`config.mk`:
```
export PLATFORM = sky130hd
export DESIGN_NAME = slos_ram
export DESIGN_NICKNAME = d
export VERILOG_FILES = /design/src/hdl/slos_ram.sv
export SDC_FILE = /design/constraint.sdc
export NUM_CORES = 1
export LEC_CHECK = 0
export ABC_AREA = 1
export BUFFER_PORTS_ARGS = -buffer_cell sky130_fd_sc_hd__buf_2
export CAP_MARGIN = 5
export CORE_MARGIN = 2
export CORE_UTILIZATION = 50
export CTS_CLUSTER_SIZE = 20
export DETAILED_ROUTE_END_ITERATION = 8
export PLACE_DENSITY = 0.67
export SETUP_SLACK_MARGIN = 0.15
export SYNTH_ARGS = -nofsm -noshare
export SYNTH_HDL_FRONTEND = slang
export SYNTH_SLANG_ARGS = --single-unit
```
`constraint.sdc`:
```
create_clock -name clk -period 1.3 [get_ports clk]
set_input_delay 0.13 -clock clk [delete_from_list [all_inputs] [get_ports clk]]
set_output_delay 0.13 -clock clk [all_outputs]
set_load 0.01 [all_outputs]
```
`src/hdl/slos_ram.sv`:
```
// slos_ram: generic single-write, single-read RAM with registered read data
// depends on: nothing
`default_nettype none
module slos_ram #(
	parameter int WIDTH = 8,
	parameter int DEPTH = 16
) (
	input  wire logic                     clk,
	input  wire logic                     we,
	input  wire logic [$clog2(DEPTH)-1:0] waddr,
	input  wire logic [WIDTH-1:0]         wdata,
	input  wire logic [$clog2(DEPTH)-1:0] raddr,
	output logic      [WIDTH-1:0]         rdata
);
	logic [WIDTH-1:0] mem [DEPTH];

	always_ff @(posedge clk) begin
		if (we) begin
			mem[waddr] <= wdata;
		end
		rdata <= mem[raddr];
	end
endmodule
`default_nettype wire

```
==> summary.md <==
| Metric | Value |
|---|---|
| P per Cell Area | 1516 mW/mm^2 |
| Min-delay src | wdata[2] |
| Data required time of the critical path | about 1.2 ns |
| Post-layout util | 0.5939 |
| Drt via density | 5.120 |
| Post-Synth XOR/XNOR Area | 0 |
| CP bufs+invs | 1 |
| Num ports | 26 |
| Post-DP Area | between 0.006 and 0.007 sq mm |
| Min Tclk post-route | 1.056 ns |
| Critical path, cell by cell | buf_2 |
| Routed Antenna Nets | 0 |
| DR WL/cell | 17.03 um |
| CTS Buffer Depth | 2 |
| Max-Cap Viols | 0 |
| Min-delay worst type | in -> reg |
| First-pass GRT wire length | 19,630 um |
| Final instance area | 0.006724 sq mm |
| Total CTS buffers | 17 |
| Drt initial violations | about 280 |
| Gr ovfl total | 0 |
| Total Die Area | around 0.012 sq mm |
| CTS Sinks | 136 |
| Worst-path clk slew | 0.05 ns |
| Seq/Total Area, Yosys | 0.6943 |
| Total core area | 0.01132 sq mm |
| Pin count of the biggest net entering global routing | 43 |
| Post-Synth Simple-Gate Area | 0.2105 |
| GPL Wtd Cong | 0.8329 |
| DRC | 0 |
| YS warnings | 0 |
| Maximum vdd drop | ~0.00095 V |
| Tcrit/Tclk final | 0.8122 |
| Worst Hold Slack | 0.1287 ns |
| WL final | 12,810 um |
| Total track usage | 0.2127 |
| TritonRoute pass-1 iters | 5 |
| Crit Path Category | reg -> out |
| Synth cell types | 12 |
| Critical Path Start | rdata[4] |
| Layout cells sized above 1 | 0.1264 |
| Clk_lat worst skew | 0.41 ns |
| Crit path DAT | 0.93 ns |
| Via Count | 3,850 |
| Resized Gates After CTS | 0 |
| Rows | 39 |
| Placed Cells | 720 |
| Pre-CTS setup slack | 0.09962 ns |
| CP max stage delay | 0.37 ns |
| Largest family of logic cells by synthesized area | simple AND/OR/NAND/NOR gates |
| Yosys reg bits | 136 |
| CP top delay family | flip-flops |
| Net count after synthesis | 569 |
| Post-Layout Cell Count | ~750 |
| Initial core utilization | 0.5094 |
| Worst slew pin tran | 0.3703 ns |
| Relative slew margins | 0.7531 |
| Setup Fix Bufs, Post-CTS | 0 |
| N_diodes | 0 |
| Pins Over Slew Limit | 0 |
| Final WS setup | roughly 0.24 ns |
| Worst R2R Start | mem[1][3] |
| CTS Hold Bufs | 0 |
| Crit path max fanout | 1 |
| Critical Path End Type | output pin |
| TritonCTS clock tree | built |
| Number of antenna violations at the first check in global routing | 0 |
| F_max | 947.1 MHz |
| PortBufs | 25 |
| Clk_skew | just under 0.006 ns |
| Die W | 111.4 um |
| Max H-tree Level | 4 |
| Cell area after synthesis | just under 0.006 sq mm |
| Area Growth Syn to Fin | 16.60% |
| Final HPWL from detailed placement | 7659 um |
| RSZ-0062 raised after global routing | no |
| Avg Inst Size Synth | 10.47 sq um |
| Final setup fails | 0 |
| CTS Root Cell | clkbuf_16 |
| Synth Area in Adders | 0 |
| Slowest CP cell | dfxtp_1 |
| Layout fillers | 947 |
| Critical Path Source Type | register |
| Vias in the first global route | 3,721 |
| Setup TNS | 0 ns |
| Final nets | about 610 |
| P_leak | 2.945 nW |
| Status | completed |
| Compound-Gate Fraction of Synth Area | 0 |
| Pwr Total | 10.19 mW |
| Post-synthesis instance total | between 500 and 600 |
| Final Hold Violating Endpoints | 0 |
| Die Y | 111.4 um |
| Mux cell area share after synthesis | 0 |
-- cells in the final DEF, fill, tap and decap left out, types with 4 or more instances in the layout --
cell type  netlist  layout
nand3_1         97      97
buf_4            4      20
inv_1          100     100
nor2_1          17      17
buf_12           0       5
edfxtp_1       128     128
nand2_1        173     173
clkinv_2         0       4
clkinv_1         0       4
clkbuf_16        0      17
dfxtp_1          8       8
buf_2           13      25
-- routing by layer --
layer | part of all wire | wire (um) | vias up | track usage
li1 | - | - | 1861 | -
met1 | 0.40 | 5177 | 1813 | 0.2720
met2 | 0.49 | 6329 | 155 | 0.3557
met3 | 0.077 | 991 | 21 | 0.04355
met4 | 0.024 | 308 | 0 | 0.09218
met5 | 0 | 0 | - | 0
-- power by group --
part	leakage, nW	internal, mW	switching, mW
logic	1.44	0.200	0.429
clock network	0.277	2.97	1.66
registers	1.22	4.90	0.0313
-- logic make-up after synthesis --
| group | Yosys count |
|---|---|
| buffers and inverters | 126 |
| flip-flops | 136 |
| AND/OR/NAND/NOR | 289 |
-- state kept, by name, summed over array words and instances (netlist names) --
signal	cells
mem	128
rdata	8
-- worst paths after layout --
kind / endpoint / slack [ns] / depth (start not counted)
min reg2reg: rdata[4] / 0.68 / 6
min: mem[11][2] / 0.13 / 1
max reg2reg: rdata[3] / 0.26 / 6
max: rdata[4] / 0.24 / 1
-- layout make-up --
| cell class | instances | area [sq um] | share of cell area |
|---|---|---|---|
| sequential | 136 | 4004 | 0.5955 |
| multi-input combinational | 289 | 1214 | 0.1805 |
| clock buffer | 20 | 436.7 | 0.06494 |
| inverter | 102 | 382.9 | 0.05694 |
| timing repair buffer | 50 | 375.4 | 0.05582 |
| tap | 143 | 178.9 | 0.02661 |
| clock inverter | 12 | 132.6 | 0.01972 |
-- cells in the mapped netlist, drive strengths merged --
library cell  number  area [sq um]
nand2            173         649.4
edfxtp           128          3844
inv              102         382.9
nand3             97         485.5
buf               24         166.4
nor2              17         63.81
dfxtp              8         160.2
nand3b             2         15.01
-- worst reg2reg max path: stages (launching register included) --
cell	delay [ns]
edfxtp_1	0.36
inv_1	0.06
nand2_1	0.04
nand3_1	0.08
nand3_1	0.15
nand3_1	0.15
nand2_1	0.08
Note: power is estimated with default switching activity, not from simulation.
